--- src/sv/tft_pkg.sv ---
// Shared types and constants for the TCP flow tracking table.
// No dependencies; every other file imports this package.
package tft_pkg;

  localparam int TFT_SET_COUNT = 1024;
  localparam int TFT_WAY_COUNT = 4;
  localparam int WAY_IDX_W     = 4;

  localparam logic [15:0] HASH_LOW_MASK = 16'h00ff;
  localparam logic [31:0] U32_MAX       = 32'hffff_ffff;

  localparam int FLAG_FIN_BIT = 0;
  localparam int FLAG_ACK_BIT = 4;

  localparam logic [2:0] CS_CLOSED      = 3'd0;
  localparam logic [2:0] CS_ESTABLISHED = 3'd1;
  localparam logic [2:0] CS_FIN_WAIT_1  = 3'd2;
  localparam logic [2:0] CS_PEER_FIN    = 3'd3;
  localparam logic [2:0] CS_FIN_ACKED   = 3'd4;
  localparam logic [2:0] CS_LAST_ACK    = 3'd5;
  localparam logic [2:0] CS_FIN_BOTH    = 3'd6;

  localparam logic [1:0] EV_UPDATED  = 2'd0;
  localparam logic [1:0] EV_INSERTED = 2'd1;
  localparam logic [1:0] EV_CLOSED   = 2'd2;
  localparam logic [1:0] EV_DROPPED  = 2'd3;

  typedef struct packed {
    logic [31:0] src_addr;
    logic [31:0] dst_addr;
    logic [15:0] src_port;
    logic [15:0] dst_port;
    logic [7:0]  tcp_flag_bits;
    logic [15:0] payload_len;
  } pkt_t;

  typedef struct packed {
    logic [1:0]  event_res;
    logic [31:0] flow_src_addr;
    logic [31:0] flow_dst_addr;
    logic [15:0] flow_src_port;
    logic [15:0] flow_dst_port;
    logic [31:0] up_bytes;
    logic [31:0] down_bytes;
    logic [31:0] up_pkts;
    logic [31:0] down_pkts;
    logic [2:0]  conn_state;
  } res_t;

  typedef struct packed {
    logic        valid;
    logic [31:0] src_addr;
    logic [31:0] dst_addr;
    logic [15:0] src_port;
    logic [15:0] dst_port;
    logic [31:0] up_bytes;
    logic [31:0] down_bytes;
    logic [31:0] up_pkts;
    logic [31:0] down_pkts;
    logic [2:0]  conn_state;
  } entry_t;

  typedef struct packed {
    logic                 hit;
    logic                 up;
    logic [WAY_IDX_W-1:0] hit_way;
    logic                 has_free;
    logic [WAY_IDX_W-1:0] free_way;
  } match_t;

  function automatic logic [31:0] sat_add(input logic [31:0] a, input logic [31:0] b);
    logic [32:0] s;
    s = {1'b0, a} + {1'b0, b};
    return s[32] ? U32_MAX : s[31:0];
  endfunction

endpackage

--- src/sv/tft_hash.sv ---
// Three-stage symmetric flow hash and set index reduction.
// Depends on tft_pkg.
module tft_hash import tft_pkg::*; #(
  parameter int SET_COUNT = TFT_SET_COUNT
) (
  input  logic        clk_i,
  input  logic        rst_ni,
  input  logic        start_i,
  input  logic [31:0] src_addr_i,
  input  logic [31:0] dst_addr_i,
  input  logic [15:0] src_port_i,
  input  logic [15:0] dst_port_i,
  output logic        done_o,
  output logic [((SET_COUNT > 1) ? $clog2(SET_COUNT) : 1)-1:0] set_o
);
  localparam int SET_W = (SET_COUNT > 1) ? $clog2(SET_COUNT) : 1;
  // ceil(2^32 / SET_COUNT); exact quotient for every 16-bit hash
  localparam logic [32:0] RECIP =
    33'((64'h1_0000_0000 + 64'(SET_COUNT) - 64'd1) / 64'(SET_COUNT));

  logic        v1_q, v2_q, v3_q;
  logic [31:0] prod_q, addr_x_q;
  logic [15:0] h_q;
  logic [48:0] qm_q;
  logic [SET_W-1:0] set_q;

  logic [31:0] r;
  logic [15:0] h;
  logic [15:0] quo;
  logic [31:0] rem;

  always_comb begin
    r   = addr_x_q ^ prod_q;
    h   = (r[15:0] & HASH_LOW_MASK) ^ r[31:16];
    quo = qm_q[47:32];
    rem = 32'(h_q) - 32'(quo) * 32'(SET_COUNT);
  end

  always_ff @(posedge clk_i or negedge rst_ni) begin
    if (!rst_ni) begin
      v1_q <= 1'b0;
      v2_q <= 1'b0;
      v3_q <= 1'b0;
    end else begin
      v1_q <= start_i;
      v2_q <= v1_q;
      v3_q <= v2_q;
    end
  end

  always_ff @(posedge clk_i) begin
    prod_q   <= 32'(src_port_i) * 32'(dst_port_i);
    addr_x_q <= src_addr_i ^ dst_addr_i;
    h_q      <= h;
    qm_q     <= 49'(h) * 49'(RECIP);
    set_q    <= rem[SET_W-1:0];
  end

  assign done_o = v3_q;
  assign set_o  = set_q;
endmodule

--- config.mk ---
export PLATFORM = sky130hd
export DESIGN_NAME = tft_hash
export DESIGN_NICKNAME = d
export VERILOG_FILES = /design/src/sv/tft_pkg.sv /design/src/sv/tft_hash.sv
export SDC_FILE = /design/constraint.sdc
export NUM_CORES = 1
export LEC_CHECK = 0
export BUFFER_PORTS_ARGS = -buffer_cell sky130_fd_sc_hd__buf_2
export CORE_MARGIN = 2
export CORE_UTILIZATION = 61
export CTS_CLUSTER_DIAMETER = 50
export DETAILED_ROUTE_END_ITERATION = 12
export HOLD_SLACK_MARGIN = 0.02
export PLACE_DENSITY = 0.83
export SYNTH_ARGS = -nofsm -noshare
export SYNTH_HDL_FRONTEND = slang
export SYNTH_SLANG_ARGS = --single-unit
--- constraint.sdc ---
create_clock -name clk_i -period 0.99 [get_ports clk_i]
set_input_delay 0.0495 -clock clk_i [delete_from_list [all_inputs] [get_ports clk_i]]
set_output_delay 0.0495 -clock clk_i [all_outputs]
set_load 0.005 [all_outputs]
==> results of run 1 <==
-- repair_timing --
action	in CTS
gates resized for setup	130
hold buffers	38
pin swaps	59
setup endpoints to repair	16
gates cloned	2
setup buffers	12
hold endpoints to repair	22
-- Yosys cell counts, drive strengths merged --
| cell | number | area share, % |
|---|---|---|
| inv | 221 | 9.3 |
| nor4b | 1 | 0.098 |
| nand2 | 131 | 5.5 |
| dfxtp | 56 | 13 |
| nor3 | 3 | 0.17 |
| nor2 | 10 | 0.42 |
| o31ai | 1 | 0.084 |
| o211ai | 1 | 0.084 |
| a311oi | 1 | 0.098 |
| a21oi | 9 | 0.55 |
| a211oi | 5 | 0.42 |
| fa | 181 | 41 |
| nand3 | 7 | 0.39 |
| o21a | 3 | 0.25 |
| ha | 75 | 10 |
| a21o | 4 | 0.34 |
| clkbuf | 33 | 1.4 |
| dfrtp | 3 | 0.84 |
| a2111o | 2 | 0.25 |
| nor2b | 2 | 0.14 |
| a211o | 1 | 0.098 |
| o21ai | 10 | 0.56 |
| o22ai | 1 | 0.070 |
| xor2 | 35 | 3.4 |
| nor4 | 1 | 0.070 |
| or3 | 1 | 0.070 |
| xnor2 | 32 | 3.1 |
| a2111oi | 2 | 0.20 |
| and3 | 1 | 0.070 |
| a311o | 1 | 0.11 |
| and2 | 118 | 8.3 |
| or4b | 1 | 0.11 |
-- cell families after synthesis --
| group | count (synthesis) | share of synthesized area, % |
|---|---|---|
| simple gates | 276 | 15.29 |
| xor+xnor | 67 | 6.561 |
| flops | 59 | 13.37 |
| buf+inv | 254 | 10.66 |
| compound gates | 41 | 3.106 |
| fa+ha+maj | 256 | 51.01 |
-- per-layer routing --
layer | GRT overflow | track usage (%)
met1 | 0 | 49.91
met2 | 0 | 76.02
met3 | 0 | 32.43
met4 | 2 | 51.05
met5 | 0 | 1.238
-- stage by stage --
step / instance area (sq um) / setup slack [ps] / setup TNS [ps] / util [%]
after floorplan: 9376 / -3923 / -45120 / -
after global placement: 10400 / -4277 / -52090 / 72.09
after detailed placement: 10400 / -4391 / -53450 / 72.09
after CTS: 11700 / -3962 / -46320 / 81.11
==> metrics.yaml, run 1 <==
synthesis:
  netlist_area_sq_um: 8944
  syn_avg_cell_area_sq_um: 9.385
  synth_cells: 953
  yosysSeqAreaShare_pct: 13.37
  synth_cell_types: 34
  synth-seq-cells: 59
  syn_nets: 1308
  yosys_warnings: 0
place:
  gp_routability_congestion: 0.9553
  dp.cells: 1278
  dp_hpwl_mm: 17.85
  port_buffers: 81
timing:
  worstEndpointGrtRepair: "prod_q[24]$_DFF_P_/D"
  endpoint_type: "register data pin"
die:
  ios: 110
  die_h_um: 125.1
  die_w_um: 125.1
  start_util_pct: 62.01
  fp-row-count: 44
clock_tree:
  cts_buffer_depth: 2
  cts-buffers-inserted: 9
  htree_levels: 3
  clock-sinks: 59
  cts_root_buf: "clkbuf_16"
grt:
  grt_usage_pct: 52.40
  grt_start_max_net_pins: 14
  overflow: 2
status:
  haltStage: "global routing (5_1_grt)"
  tool.error: "[ERROR GRT-0232] Routing congestion too high. Check the congestion heatmap in the GUI."
  outcome: "stopped before the end"
==> run 2: changes to the inputs <==
--- a/config.mk
+++ b/config.mk
@@ -7,11 +7,9 @@
 export LEC_CHECK = 0
 export BUFFER_PORTS_ARGS = -buffer_cell sky130_fd_sc_hd__buf_2
 export CORE_MARGIN = 2
-export CORE_UTILIZATION = 61
-export CTS_CLUSTER_DIAMETER = 50
+export CORE_UTILIZATION = 40
 export DETAILED_ROUTE_END_ITERATION = 12
-export HOLD_SLACK_MARGIN = 0.02
-export PLACE_DENSITY = 0.83
+export PLACE_DENSITY_LB_ADDON = 0.15
 export SYNTH_ARGS = -nofsm -noshare
 export SYNTH_HDL_FRONTEND = slang
 export SYNTH_SLANG_ARGS = --single-unit
==> run 2 against run 1 <==
Against the previous run: the flow now finishes, with violations (setup timing); synthesized cell count unchanged; area after synthesis unchanged.
==> metrics.yaml, run 2 <==
status:
  outcome: "complete, but fails checks"
  failed_checks: "setup timing"
finish:
  reg_top3: "addr_x_q x18, prod_q x18"
  final_common_cell: "inv_1"
  drive_gt1_share_pct: 26.52
  finalCoreUtilization_pct: 54.33
  seqCellArea_sq_um: 1196
  multi_input_area_sq_um: 7380
  n_fill_cell: 2031
  synthToLayoutAreaGrowth_pct: 32.99
  antenna-diode-count: 0
  final_nets: 1516
  fin_cells: 1445
  layout_common_cells: "inv_1 (205), fa_1 (168), nand2_1 (124), and2_1 (98), buf_4 (97)"
synthesis:
  yosysSeqAreaShare_pct: 13.37  # unchanged
  synth-edff-count: 0  # unchanged
  synth_cells: 953  # unchanged
  yosys_warnings: 0  # unchanged
  synthTopCellsByCount: "inv_1 (221), fa_1 (181), nand2_1 (131)"
  syn_nets: 1308  # unchanged
  ys.flop_type: "dfxtp_1"
  netlist_area_sq_um: 8944  # unchanged
  synth_area_leaders: "fa_1 (41%), dfxtp_1 (13%), ha_1 (10%), inv_1 (9.3%), and2_1 (8.3%)"
  synth-seq-cells: 59  # unchanged
  synth_cell_types: 34  # unchanged
  synth_top_cell_by_area: "fa_1"
  synth_top_area_share_pct: 40.51  # unchanged
  async_reset_ff_share_pct: 5.085  # unchanged
  yosysMostFrequentCell: "inv_1"
  syn_avg_cell_area_sq_um: 9.385  # unchanged
drt:
  firstDrtPassIters: 4
  wl_mm: 21.89
  vias: 6607
  avgViaCountPerCell: 4.572
  drtIter0Drc: 181
  ant_nets: 0
  avgRoutedWirePerCell_um: 15.15
  route.detailed.drc: 0
place:
  dp.cells: 1380  # +8.0%
  place_ws_ps: -4280  # +111.0 ps
  gp_routability_congestion: 0.8909  # -6.7%
  port_buffers: 81  # unchanged
  dp_hpwl_mm: 18.43  # +3.3%
clock_tree:
  htree_levels: 3  # unchanged
  cts_buffer_depth: 2  # unchanged
  cts_root_buf: "clkbuf_16"
  cts_tree: "done"
  clock_latency_ps: 310
  cts-buffers-inserted: 9  # unchanged
  clock-sinks: 59  # unchanged
  clk_pin_slew_worst_paths_ps: 50
timing:
  max_freq_mhz: 207.5
  rsz0062_at_grt: "yes"
  final_max_slew_viol_count: 0
  tightest_slew_ps: 320.8
  setup_viol_count_final: 16
  hold_slack_ps: 62.74
  slew_headroom_pct: 78.42
  clock_skew_ps: 4.656
  setup_slack_ps: -3829
  fin_crit_sh_pct: 486.7
  hold_violations: 0
  post-route-min-period_ps: 4819
grt:
  grt_antenna_before_repair: 0
  grt_usage_pct: 20.05
  grt_pass1_wl_mm: 37.52
  grt_pass1_vias: 7570
  overflow: 0
  grt_start_max_net_pins: 13
worst_setup_path:
  r2r_cells: 2
  startpoint_type: "input pin"
  worstPathMaxFanout: 5
  cp-startpoint: "dst_port_i[6]"
  cpPeakStageDelay_ps: 550
  crit_cells: 18
  endpoint: "prod_q[24]"
  r2r_slack_ps: 260
  crit_arrival_ps: 5060
  critPathKind: "in -> reg"
  r2r-end: "qm_q[27]"
  worst-endpoint-required_ps: 1230
  path_cells: "buf_12, and2_4, fa_1, inv_2, fa_2, fa_1, inv_2, fa_2, fa_1, inv_2, fa_1, inv_2, ha_4, nand3_4, a2111o_1, a2111o_1, a21oi_2, xor2_1"
  timing.rr.start: "prod_q[21]"
  cp-end-kind: "flip-flop"
  cp_top_family: "adder cells"
  critPathBufInv: 5
  cp_slowest_cell: "fa_1"
run:
  maxCapViolations: 0
pwr:
  ir_drop_v: 0.003390
  p_leak_nw: 5.872
  powerDensity_nw_per_um2: 4052
min_path:
  hold_class: "in -> async"
die:
  ios: 110  # unchanged
  fp-row-count: 54  # +23%
  dieArea_sq_um: 23570
  die_w_um: 153.5  # +23%
  die_h_um: 153.5  # +23%
  core_region_area_sq_um: 21890
  start_util_pct: 40.86  # -21 points
-- run 2: worst min-delay path by stage --
stage | to | cells after the start
final | v1_q | 2
after detailed placement | done_o | 1
after global placement | done_o | 1
after global routing | v1_q | 2
after CTS | done_o | 2
after floorplan | done_o | 0
-- run 2: power by group --
part | leakage, nW | internal [mW] | switching, mW | total (mW)
Sequential | 0.507 | 3.57 | 0.302 | 3.87
Combinational | 5.22 | 21.4 | 20.1 | 41.5
Clock | 0.141 | 1.87 | 0.936 | 2.80
-- run 2: what timing repair did --
item                                    4_1_cts  5_1_grt
hold buffers                                 38        0
pin swaps                                    39       42
gates cloned                                  0        0
resized for setup                            83       60
setup buffers                                 8        7
endpoints found under the setup margin       16       16
endpoints found under the hold margin        22        0
-- run 2: area by class of cell --
type / instances / share of cell area [%]
Clock buffer: 13 / 2.272
Clock inverter: 2 / 0.08416
Sequential cell: 59 / 10.06
Timing Repair Buffer: 230 / 15.62
Inverter: 221 / 6.975
Multi-Input combinational cell: 640 / 62.05
Tap cell: 280 / 2.946
-- run 2: cells by family (layout without fill, tap and decap cells) --
| kind of cell | count (synthesis) | after routing | synth area share [%] |
|---|---|---|---|
| flops | 59 | 59 | 13.37 |
| compound gates | 41 | 41 | 3.106 |
| fa+ha+maj | 256 | 256 | 51.01 |
| simple gates | 276 | 276 | 15.29 |
| buf+inv | 254 | 466 | 10.66 |
| xor+xnor | 67 | 67 | 6.561 |
-- run 2: metrics by stage --
stage	TNS (ps)	total power, mW	cell area [sq um]
after floorplan	-45120	27.86	9376
after global placement	-52860	38.96	10560
after detailed placement	-53180	39.69	10560
after CTS	-46500	46.49	11610
after global routing	-48210	52.76	11890
final	-46030	48.20	11890
-- run 2: per-layer routing --
metal  vias up  track usage, %  wire (um)
li1       3187               -          -
met1      3275           24.80       9065
met2       128           38.20      11710
met3        17           2.565        847
met4         0           2.534        267
met5         -               0          0
Power figures use the tool's default switching activity.
