### config.mk
export PLATFORM = sky130hd
export DESIGN_NAME = tft_match
export DESIGN_NICKNAME = d
export VERILOG_FILES = /design/src/sv/tft_pkg.sv /design/src/sv/tft_match.sv
export SDC_FILE = /design/constraint.sdc
export NUM_CORES = 1
export LEC_CHECK = 0
export ABC_CLOCK_PERIOD_IN_PS = 3500
export BUFFER_PORTS_ARGS = -buffer_cell sky130_fd_sc_hd__buf_2
export CORE_AREA = 2 2 410 412
export DETAILED_ROUTE_END_ITERATION = 12
export DIE_AREA = 0 0 412 414
export GPL_ROUTABILITY_DRIVEN = 0
export GPL_TIMING_DRIVEN = 0
export PLACE_DENSITY = 0.32
export SYNTH_ARGS = -nofsm -noshare
export SYNTH_HDL_FRONTEND = slang
export SYNTH_SLANG_ARGS = --single-unit
### constraint.sdc
create_clock -name vclk -period 3.5
set_input_delay 0.7 -clock vclk [all_inputs]
set_output_delay 0.7 -clock vclk [all_outputs]
set_load 0.005 [all_outputs]
### src/sv/tft_pkg.sv
// Shared types and constants for the TCP flow tracking table.
// No dependencies; every other file imports this package.
package tft_pkg;

  localparam int TFT_SET_COUNT = 1024;
  localparam int TFT_WAY_COUNT = 4;
  localparam int WAY_IDX_W     = 4;

  localparam logic [15:0] HASH_LOW_MASK = 16'h00ff;
  localparam logic [31:0] U32_MAX       = 32'hffff_ffff;

  localparam int FLAG_FIN_BIT = 0;
  localparam int FLAG_ACK_BIT = 4;

  localparam logic [2:0] CS_CLOSED      = 3'd0;
  localparam logic [2:0] CS_ESTABLISHED = 3'd1;
  localparam logic [2:0] CS_FIN_WAIT_1  = 3'd2;
  localparam logic [2:0] CS_PEER_FIN    = 3'd3;
  localparam logic [2:0] CS_FIN_ACKED   = 3'd4;
  localparam logic [2:0] CS_LAST_ACK    = 3'd5;
  localparam logic [2:0] CS_FIN_BOTH    = 3'd6;

  localparam logic [1:0] EV_UPDATED  = 2'd0;
  localparam logic [1:0] EV_INSERTED = 2'd1;
  localparam logic [1:0] EV_CLOSED   = 2'd2;
  localparam logic [1:0] EV_DROPPED  = 2'd3;

  typedef struct packed {
    logic [31:0] src_addr;
    logic [31:0] dst_addr;
    logic [15:0] src_port;
    logic [15:0] dst_port;
    logic [7:0]  tcp_flag_bits;
    logic [15:0] payload_len;
  } pkt_t;

  typedef struct packed {
    logic [1:0]  event_res;
    logic [31:0] flow_src_addr;
    logic [31:0] flow_dst_addr;
    logic [15:0] flow_src_port;
    logic [15:0] flow_dst_port;
    logic [31:0] up_bytes;
    logic [31:0] down_bytes;
    logic [31:0] up_pkts;
    logic [31:0] down_pkts;
    logic [2:0]  conn_state;
  } res_t;

  typedef struct packed {
    logic        valid;
    logic [31:0] src_addr;
    logic [31:0] dst_addr;
    logic [15:0] src_port;
    logic [15:0] dst_port;
    logic [31:0] up_bytes;
    logic [31:0] down_bytes;
    logic [31:0] up_pkts;
    logic [31:0] down_pkts;
    logic [2:0]  conn_state;
  } entry_t;

  typedef struct packed {
    logic                 hit;
    logic                 up;
    logic [WAY_IDX_W-1:0] hit_way;
    logic                 has_free;
    logic [WAY_IDX_W-1:0] free_way;
  } match_t;

  function automatic logic [31:0] sat_add(input logic [31:0] a, input logic [31:0] b);
    logic [32:0] s;
    s = {1'b0, a} + {1'b0, b};
    return s[32] ? U32_MAX : s[31:0];
  endfunction

endpackage

### src/sv/tft_match.sv
// Way search of one set row: first valid way matching either direction, first free way.
// Depends on tft_pkg.
module tft_match import tft_pkg::*; #(
  parameter int WAY_COUNT = TFT_WAY_COUNT
) (
  input  entry_t [WAY_COUNT-1:0] row_i,
  input  pkt_t                   pkt_i,
  output match_t                 match_o
);
  logic [WAY_COUNT-1:0] up_w, down_w;

  always_comb begin
    for (int w = 0; w < WAY_COUNT; w++) begin
      up_w[w] = row_i[w].valid &&
                row_i[w].src_addr == pkt_i.src_addr && row_i[w].dst_addr == pkt_i.dst_addr &&
                row_i[w].src_port == pkt_i.src_port && row_i[w].dst_port == pkt_i.dst_port;
      down_w[w] = row_i[w].valid &&
                row_i[w].src_addr == pkt_i.dst_addr && row_i[w].dst_addr == pkt_i.src_addr &&
                row_i[w].src_port == pkt_i.dst_port && row_i[w].dst_port == pkt_i.src_port;
    end
  end

  // priority: lowest way wins; up preferred within a way
  always_comb begin
    match_o = '0;
    for (int w = WAY_COUNT - 1; w >= 0; w--) begin
      if (up_w[w] || down_w[w]) begin
        match_o.hit     = 1'b1;
        match_o.up      = up_w[w];
        match_o.hit_way = WAY_IDX_W'(w);
      end
      if (!row_i[w].valid) begin
        match_o.has_free = 1'b1;
        match_o.free_way = WAY_IDX_W'(w);
      end
    end
  end
endmodule

==> results.md, run 1 <==
* Top-area cell type share of the netlist area at 0.307
* DRC viols at 0
* Max VDD drop at 0.0746 mV
* Critical Path End Type: primary output
* Vias at 15363
* Max Cap Violations at 0
* Multi-input logic area at 8920 µm²
* Seq pwr share at 0
* Period utilization at 1.17
* WL/cell at 39.5 µm
* Share of post-route cells with drive strength above 1 at 0.380
* Die Width at 412 µm
* Highest Clock Rate at 0.245 GHz
* Mux share of post-synthesis cell area at 0
* Crit-path cells: buf_4, inv_4, buf_12, o2111ai_1, nor4_2, nand4_1, or4_4, buf_12, o21ba_4, o21ba_2, o21bai_4, buf_2
* Worst hold slack at 1780 ps
* Worst path arrival time at 3380 ps
* Main area contributors after synthesis: xnor2_1 (31%), xor2_1 (14%), nand4_1 (7.0%)
* Fin crit period at 4080 ps
* Die Y at 414 µm
* Worst path most repeated cell: buf_12
* Total grt overflow at 0
* Initial Utilization at 0.0571
* Antenna violations before repair at 154
* Leak Pwr at 5.85 nW
* Top post-synthesis cells by count: xnor2_1 (333), xor2_1 (148), inv_1 (115)
* Status: finished with violations
* Ports at 1043
* Xor and xnor area share after synthesis at 0.444
* Global-route wire length before repair at 191 mm
* Worst-margin pin slew at 892 ps
* RSZ-0062 raised after global routing: true
* Failing checks: negative setup slack
* Max_slew headroom at 0.403
* Most numerous cell in the Yosys netlist: xnor2_1
* # clk buffers at 0
* Net Sw Frac at 0.643
* Count of final setup violators at 4
* Kind of critical path: input port to primary output
* Synth Cell Area at 9500 µm²
* First-pass DRT Iterations at 8
* Final WL at 160 mm
* Min-Delay Path Class: input port to primary output
* FFs & Latches at 0
* Gate power share at 1.000
* YS warnings at 0
* Fillers at 19744
* Via density per instance at 3.80
* Syn avg cell area at 7.16 µm²
* Number of global-route vias before repair at 14851
* Area leader, netlist: xnor2_1
* Post-CTS Hold Fix Bufs at 0
* Max incr delay on CP at 580 ps
* Simple-gate share of the synthesized area at 0.221
* Pin count of the biggest net entering global routing at 11
* Core Region at 166000 µm²
* CP Data Required Time at 2800 ps
* Total power at 2.61 mW
* Switch Pwr at 1.68 mW
* Setup ws final at -581 ps
* Total die area at 171000 µm²
* Largest fanout on the critical path at 5
* Rows at 150
* Gate Count Post-Synth at 1326
* Seq/Total Area, Yosys at 0
* Int Pwr at 934 µW
* Post-synthesis cell type count at 52
* Family with the most delay on the worst path: simple AND/OR/NAND/NOR gates
* DRT antenna net count at 0
* Clock share of power at 0
* DP Wirelength at 133 mm
* Fin nets at 2847
* Buf/Inv on CP at 5
* Largest family of logic cells by synthesized area: XOR/XNOR gates
* P per Cell Area at 156 nW/µm²
* 1st-iter DRT viols at 2498
* Reg area at 0 µm²
* PortBufs at 406
* Startpoint Class: input port
* GRT Util Overall at 0.179
* Final hold vios at 0
* Compound-Gate Fraction of Synth Area at 0.223
* Area Growth Syn to Fin at 76.0%
* Dpl ws at -1950 ps
* Adder and majority cell fraction of the synthesized area at 0
* Max-slew violation count at 0
* Slowest cell on crit path: or4_4
==> metrics by stage <==
| stage | area (µm²) | setup TNS, ps | utilization | instances |
|---|---|---|---|---|
| CTS | 16300 | -1340 | 0.0981 | 4007 |
| global placement | 14300 | -8650 | 0.0860 | 3939 |
| finish | 16700 | -2040 | 0.101 | 4042 |
| floorplan | 9510 | 0 | - | 1329 |
| global route | 16700 | -2220 | 0.100 | 4024 |
| detailed placement | 14300 | -7470 | 0.0860 | 3939 |
==> power groups by stage <==
| stage | Sequential (mW) | Combinational (mW) | Clock, mW |
|---|---|---|---|
| 4_1_cts | 0 | 2.48 | 0 |
| 3_3_place_gp | 0 | 2.25 | 0 |
| 5_1_grt | 0 | 2.64 | 0.000000205 |
| 3_5_place_dp | 0 | 2.23 | 0 |
| 2_1_floorplan | 0 | 0.945 | 0 |
| 6_report | 0 | 2.61 | 0.000000791 |
==> metal layers <==
layer  global-route usage  up-vias  part of all wire  wire, µm
met5                    0        -            0.0022       353
met4               0.0811       56             0.062      9970
met3               0.0575      502              0.11     17300
met2                0.250     1665              0.38     61300
met1                0.246     7296              0.44     70700
li1                     -     5844                 -         -
==> cells by family after synthesis <==
logic type / count (synthesis)
buffers and inverters: 234
and+or+nand+nor: 342
other: 1
AOI/OAI and AO/OA: 268
xor gates and xnor gates: 481
==> layout make-up <==
cell class                      instances  share of cell area
Inverter                              135              0.0407
Timing Repair Buffer                  484               0.167
Antenna cell                           25             0.00374
Buffer                                 99              0.0898
Multi-Input combinational cell       1095               0.534
Tap cell                             2204               0.165
==> layout by cell type, fill, tap and decap left out, types with 16 or more instances in the layout <==
master	count
a22o_1	28
a22oi_1	23
buf_12	26
buf_2	392
buf_4	90
buf_6	33
buf_8	26
clkinvlp_4	25
diode_2	25
inv_1	89
nand2b_1	79
nand4_1	107
nor3_1	16
nor4_1	56
nor4_2	22
o2111ai_1	27
o22ai_1	88
o2bb2ai_1	27
xnor2_1	322
xor2_1	148
==> worst paths after layout <==
| kind | endpoint | depth (start not counted) | from | slack [ps] |
|---|---|---|---|---|
| worst max-delay path | match_o[9] | 12 | pkt_i[93] | -580 |
| worst min-delay path | match_o[4] | 3 | row_i[911] | 1780 |
==> what timing repair did <==
| item | 4_1_cts | 5_1_grt |
|---|---|---|
| pin swaps | 32 | 25 |
| endpoints found under the setup margin | 4 | 4 |
| setup buffers | 68 | 10 |
| gates resized for setup | 359 | 47 |
Note: power is estimated with default switching activity, not from simulation.
==> inputs of run 2 (changes only) <==
--- a/config.mk
+++ b/config.mk
@@ -12,7 +12,7 @@
 export DIE_AREA = 0 0 412 414
 export GPL_ROUTABILITY_DRIVEN = 0
 export GPL_TIMING_DRIVEN = 0
-export PLACE_DENSITY = 0.32
+export PLACE_DENSITY = 0.3
 export SYNTH_ARGS = -nofsm -noshare
 export SYNTH_HDL_FRONTEND = slang
 export SYNTH_SLANG_ARGS = --single-unit
==> run 2 against run 1 <==
Against the previous run: count of clock-buffer cells in the layout unchanged; critical path type unchanged; worst setup slack improved by 190 ps; the run still ends with negative setup slack left; highest routed layer unchanged; combinational power decreased by 2%.
==> results.md, run 2 (synthesis results as in run 1) <==
* DRC viols at 0 (unchanged)
* Final Util at 0.103 (was 0.101)
* Hold endpoint: match_o[4] (unchanged)
* Min-Delay Path Class: input port to primary output (unchanged)
* Final hold vios at 0 (unchanged)
* Dpl ws at -1810 ps (was -1950 ps)
* Startpoint Class: input port (unchanged)
* Status: finished with violations (unchanged)
* Leak Pwr at 6.08 nW (was 5.85 nW)
* Failing checks: negative setup slack (unchanged)
* Die Width at 412 µm (unchanged)
* Global-route wire length before repair at 189 mm (was 191 mm)
* Max-slew violation count at 0 (unchanged)
* Pin count of the biggest net entering global routing at 11 (unchanged)
* Commonest non-fill, non-tap cell in the layout: buf_2 (unchanged)
* Reg area at 0 µm² (unchanged)
* Fillers at 19669 (was 19744)
* PortBufs at 406 (unchanged)
* Max incr delay on CP at 400 ps (was 580 ps)
* Core Region at 166000 µm² (unchanged)
* Critical Path End Type: primary output (unchanged)
* Fin crit period at 3890 ps (was 4080 ps)
* CP Data Required Time at 2800 ps (about the same)
* Total grt overflow at 0 (unchanged)
* Setup ws final at -391 ps (was -581 ps)
* WHS Path Cells at 3 (unchanged)
* Met1 WL at 63.8 mm (was 70.7 mm)
* Rows at 150 (unchanged)
* 1st-iter DRT viols at 2008 (was 2498)
* Die Y at 414 µm (unchanged)
* Max VDD drop at 0.0505 mV (was 0.0746 mV)
* Ports at 1043 (unchanged)
* Multi-input logic area at 9220 µm² (was 8920 µm²)
* Initial Utilization at 0.0571 (unchanged)
* Kind of critical path: input port to primary output (unchanged)
* Final WL at 158 mm (was 160 mm)
* Design area at 17100 µm² (was 16700 µm²)
* Period utilization at 1.11 (was 1.17)
* DP Area at 14300 µm² (about the same)
* Share of post-route cells with drive strength above 1 at 0.399 (was 0.380)
* DP Wirelength at 135 mm (was 133 mm)
* Max Used Layer: met5 (unchanged)
* RSZ-0062 raised after global routing: true (unchanged)
* Count of final setup violators at 4 (unchanged)
* Highest Clock Rate at 0.257 GHz (was 0.245 GHz)
* First-pass DRT Iterations at 6 (was 8)
* Vias at 15686 (was 15363)
* Largest fanout on the critical path at 8 (was 5)
* # clk buffers at 0 (unchanged)
* FFs & Latches at 0 (unchanged)
* Antenna violations before repair at 245 (was 154)
* Post-CTS Hold Fix Bufs at 0 (unchanged)
* Worst hold slack at 1770 ps (was 1780 ps)
* Most frequent cells in the layout: buf_2 (382), xnor2_1 (306), xor2_1 (145) (was buf_2 (392), xnor2_1 (322), xor2_1 (148))
* Crit-path cells: buf_4, xnor2_1, nand4_1, nor4_1, nand4_1, nor4_4, o21ba_1, o21ba_1, o21bai_4, buf_2 (was buf_4, inv_4, buf_12, o2111ai_1, nor4_2, nand4_1, or4_4, buf_12, o21ba_4, o21ba_2, o21bai_4, buf_2)
* Area Growth Syn to Fin at 80.1% (was 76.0%)
* Slowest cell on crit path: xnor2_1 (was or4_4)
* Setup TNS at -1190 ps (was -2040 ps)
* Worst-margin pin slew at 671 ps (was 892 ps)
* Number of global-route vias before repair at 14489 (was 14851)
* GRT Util Overall at 0.177 (was 0.179)
* WL/cell at 38.9 µm (was 39.5 µm)
* Met2 wire length at 59.5 mm (was 61.3 mm)
* Worst path arrival time at 3190 ps (was 3380 ps)
* Met3 wire length at 23.9 mm (was 17.3 mm)
* Fin nets at 2856 (was 2847)
* Total die area at 171000 µm² (unchanged)
* Worst hold start: row_i[455] (was row_i[911])
* DRT antenna net count at 0 (unchanged)
* Max Cap Violations at 0 (unchanged)
* Via density per instance at 3.85 (was 3.80)
* Max_slew headroom at 0.550 (was 0.403)
* P per Cell Area at 150 nW/µm² (was 156 nW/µm²)
run 2: cell count changes in the layout (fill, tap and decap cells not counted), moves of 5 or more:
cell,delta
clkinvlp_4,-7
xnor2_1,-16
diode_2,+24
buf_6,+7
nor4_1,-5
buf_4,+19
xnor2_2,+15
buf_8,-14
nor4_4,+7
buf_2,-10
run 2: area by class of cell:
type                            count  area share
Timing Repair Buffer              493       0.171
Buffer                             99      0.0832
Tap cell                         2204       0.161
Inverter                          135      0.0381
Antenna cell                       49     0.00717
Multi-Input combinational cell   1095       0.539
run 2: power breakdown:
part           switching, mW  internal (mW)
Combinational           1.60          0.958
Sequential                 0              0
Clock                      0     0.00000190
run 2: critical path: cells and delay by family:
family                    cells  cell delay (ps)
buffers and inverters         2              360
xor gates and xnor gates      1              400
and+or+nand+nor               4             1090
AOI/OAI and AO/OA             3              620
run 2: worst max-delay path by stage:
stage                    start          to  slack [ps]  cells after the start
finish               pkt_i[72]  match_o[9]        -390                     10
global route         pkt_i[99]  match_o[5]        -370                     10
CTS                 pkt_i[102]  match_o[5]        -310                     10
detailed placement  pkt_i[116]  match_o[6]       -1810                      9
global placement    pkt_i[116]  match_o[6]       -1770                      9
floorplan           pkt_i[113]  match_o[9]         290                      9
run 2: per-stage QoR:
stage,power (mW),cells
2_1_floorplan,0.945,1329
5_1_grt,2.59,4048
3_5_place_dp,2.14,3939
6_report,2.56,4075
4_1_cts,2.39,4007
3_3_place_gp,2.15,3939
run 2: repair_timing:
action | CTS | global route
setup endpoints to repair | 4 | 4
buffers inserted | 68 | 19
pin swaps | 49 | 44
gates resized for setup | 342 | 107
run 2: metal layers:
| layer | GRT usage | vias up |
|---|---|---|
| met2 | 0.242 | 1615 |
| met5 | 0 | - |
| met1 | 0.221 | 7367 |
| met4 | 0.0801 | 174 |
| met3 | 0.102 | 639 |
| li1 | - | 5891 |
==> inputs of run 3 (changes only) <==
--- a/config.mk
+++ b/config.mk
@@ -11,8 +11,9 @@
 export DETAILED_ROUTE_END_ITERATION = 12
 export DIE_AREA = 0 0 412 414
 export GPL_ROUTABILITY_DRIVEN = 0
-export GPL_TIMING_DRIVEN = 0
+export GPL_TIMING_DRIVEN = 1
 export PLACE_DENSITY = 0.3
+export REMOVE_ABC_BUFFERS = 1
 export SYNTH_ARGS = -nofsm -noshare
 export SYNTH_HDL_FRONTEND = slang
 export SYNTH_SLANG_ARGS = --single-unit
==> run 3 against run 2 <==
Against the previous run: the flow still finishes with violations (negative setup slack); count of clock-buffer cells in the layout unchanged; sequential share of layout area unchanged; non-clock buffer count up 434.
==> results.md, run 3 (synthesis results as in run 1) <==
* DRT antenna net count at 0 (unchanged)
* Max_slew headroom at 0.483 (was 0.550)
* Highest Clock Rate at 0.245 GHz (was 0.257 GHz)
* CP Data Required Time at 2800 ps (about the same)
* PortBufs at 491 (was 406)
* DRC viols at 0 (unchanged)
* Share of post-route cells with drive strength above 1 at 0.496 (was 0.399)
* Final Util at 0.118 (was 0.103)
* Fin cells at 4494 (was 4075)
* WHS Path Cells at 3 (unchanged)
* Final WL at 167 mm (was 158 mm)
* Min-Delay Path Class: input port to primary output (unchanged)
* Count of final setup violators at 4 (unchanged)
* Final hold vios at 0 (unchanged)
* Leak Pwr at 7.92 nW (was 6.08 nW)
* Worst hold slack at 1800 ps (was 1770 ps)
* Reg area at 0 µm² (unchanged)
* Most frequent cells in the layout: buf_4 (503), buf_2 (449), xnor2_1 (318) (was buf_2 (382), xnor2_1 (306), xor2_1 (145))
* Hold endpoint: match_o[4] (unchanged)
* Multi-input logic area at 8940 µm² (was 9220 µm²)
* Antenna violations before repair at 172 (was 245)
* Max-slew violation count at 0 (unchanged)
* Pin count of the biggest net entering global routing at 9 (was 11)
* Rows at 150 (unchanged)
* RSZ-0062 raised after global routing: true (unchanged)
* Kind of critical path: input port to primary output (unchanged)
* Fillers at 19666 (was 19669)
* Total die area at 171000 µm² (unchanged)
* GRT Util Overall at 0.187 (was 0.177)
* P per Cell Area at 156 nW/µm² (was 150 nW/µm²)
* Startpoint Class: input port (unchanged)
* Worst-margin pin slew at 770 ps (was 671 ps)
* Number of global-route vias before repair at 16118 (was 14489)
* FFs & Latches at 0 (unchanged)
* Ports at 1043 (unchanged)
* Initial Utilization at 0.0571 (unchanged)
* Die Y at 414 µm (unchanged)
* Setup ws final at -589 ps (was -391 ps)
* # clk buffers at 0 (unchanged)
* Worst hold start: row_i[455] (unchanged)
* Status: finished with violations (unchanged)
* Post-CTS Hold Fix Bufs at 0 (unchanged)
* Failing checks: negative setup slack (unchanged)
* Critical Path End Type: primary output (unchanged)
* Fin nets at 3290 (was 2856)
* WL/cell at 37.1 µm (was 38.9 µm)
* Global-route wire length before repair at 201 mm (was 189 mm)
* Via density per instance at 3.87 (was 3.85)
* Core Region at 166000 µm² (unchanged)
* Die Width at 412 µm (unchanged)
* Largest fanout on the critical path at 7 (was 8)
* Period utilization at 1.17 (was 1.11)
* First-pass DRT Iterations at 10 (was 6)
* 1st-iter DRT viols at 3009 (was 2008)
* Worst path arrival time at 3390 ps (was 3190 ps)
* Area Growth Syn to Fin at 106% (was 80.1%)
* Max VDD drop at 0.0612 mV (was 0.0505 mV)
* Placed cell count at 4455 (was 3939)
* Total grt overflow at 0 (unchanged)
* Commonest non-fill, non-tap cell in the layout: buf_4 (was buf_2)
* Vias at 17385 (was 15686)
* Fin crit period at 4090 ps (was 3890 ps)
* DP Wirelength at 153 mm (was 135 mm)
* Setup TNS at -1790 ps (was -1190 ps)
* Max Cap Violations at 0 (unchanged)
run 3: critical path, cell delays in order:
cell and delay [ps]:
buf_2 110, inv_2 250, buf_4 300, o22ai_1 120
nor4_1 420, nand4_1 170, nor4_2 350, buf_4 180
o21ba_4 150, o21ba_1 180, o21bai_1 140, buf_4 180
buf_6 100
run 3: area by class of cell:
class,count,share of cell area
Tap cell,2204,0.141
Antenna cell,34,0.00435
Timing Repair Buffer,1026,0.370
Inverter,135,0.0277
Multi-Input combinational cell,1095,0.457
run 3: how the worst max path moves through the flow:
stage,endpoint,from,slack [ps],cells past startpoint
finish,match_o[9],pkt_i[93],-590,13
global route,match_o[9],pkt_i[33],-670,14
CTS,match_o[9],pkt_i[43],-540,13
detailed placement,match_o[6],pkt_i[27],-1000,12
global placement,match_o[9],pkt_i[43],-1070,13
floorplan,match_o[9],row_i[868],460,8
run 3: timing repair:
action / in CTS / in global routing
resized for setup: 152 / 25
pin swaps: 42 / 8
setup endpoints to repair: 4 / 4
buffers inserted: 6 / 0
cloned: 0 / 0
run 3: metrics by stage:
step	instance area [µm²]	power, mW	worst slack, ps
floorplan	8950	0.778	459
global placement	18700	2.86	-1070
detailed placement	18700	2.83	-997
CTS	19400	2.93	-543
global route	19500	3.08	-666
finish	19600	3.05	-589
run 3: per-layer routing:
metal	share of wire	GRT usage
met5	0.0029	0
met2	0.38	0.258
met4	0.037	0.0421
met3	0.13	0.0755
met1	0.45	0.265
run 3: where the power goes:
part / total [mW] / switching, mW / internal, mW
clock network: 0.00000115 / 0 / 0.00000115
logic: 3.05 / 1.85 / 1.20
registers: 0 / 0 / 0
total: 3.05 / 1.85 / 1.20
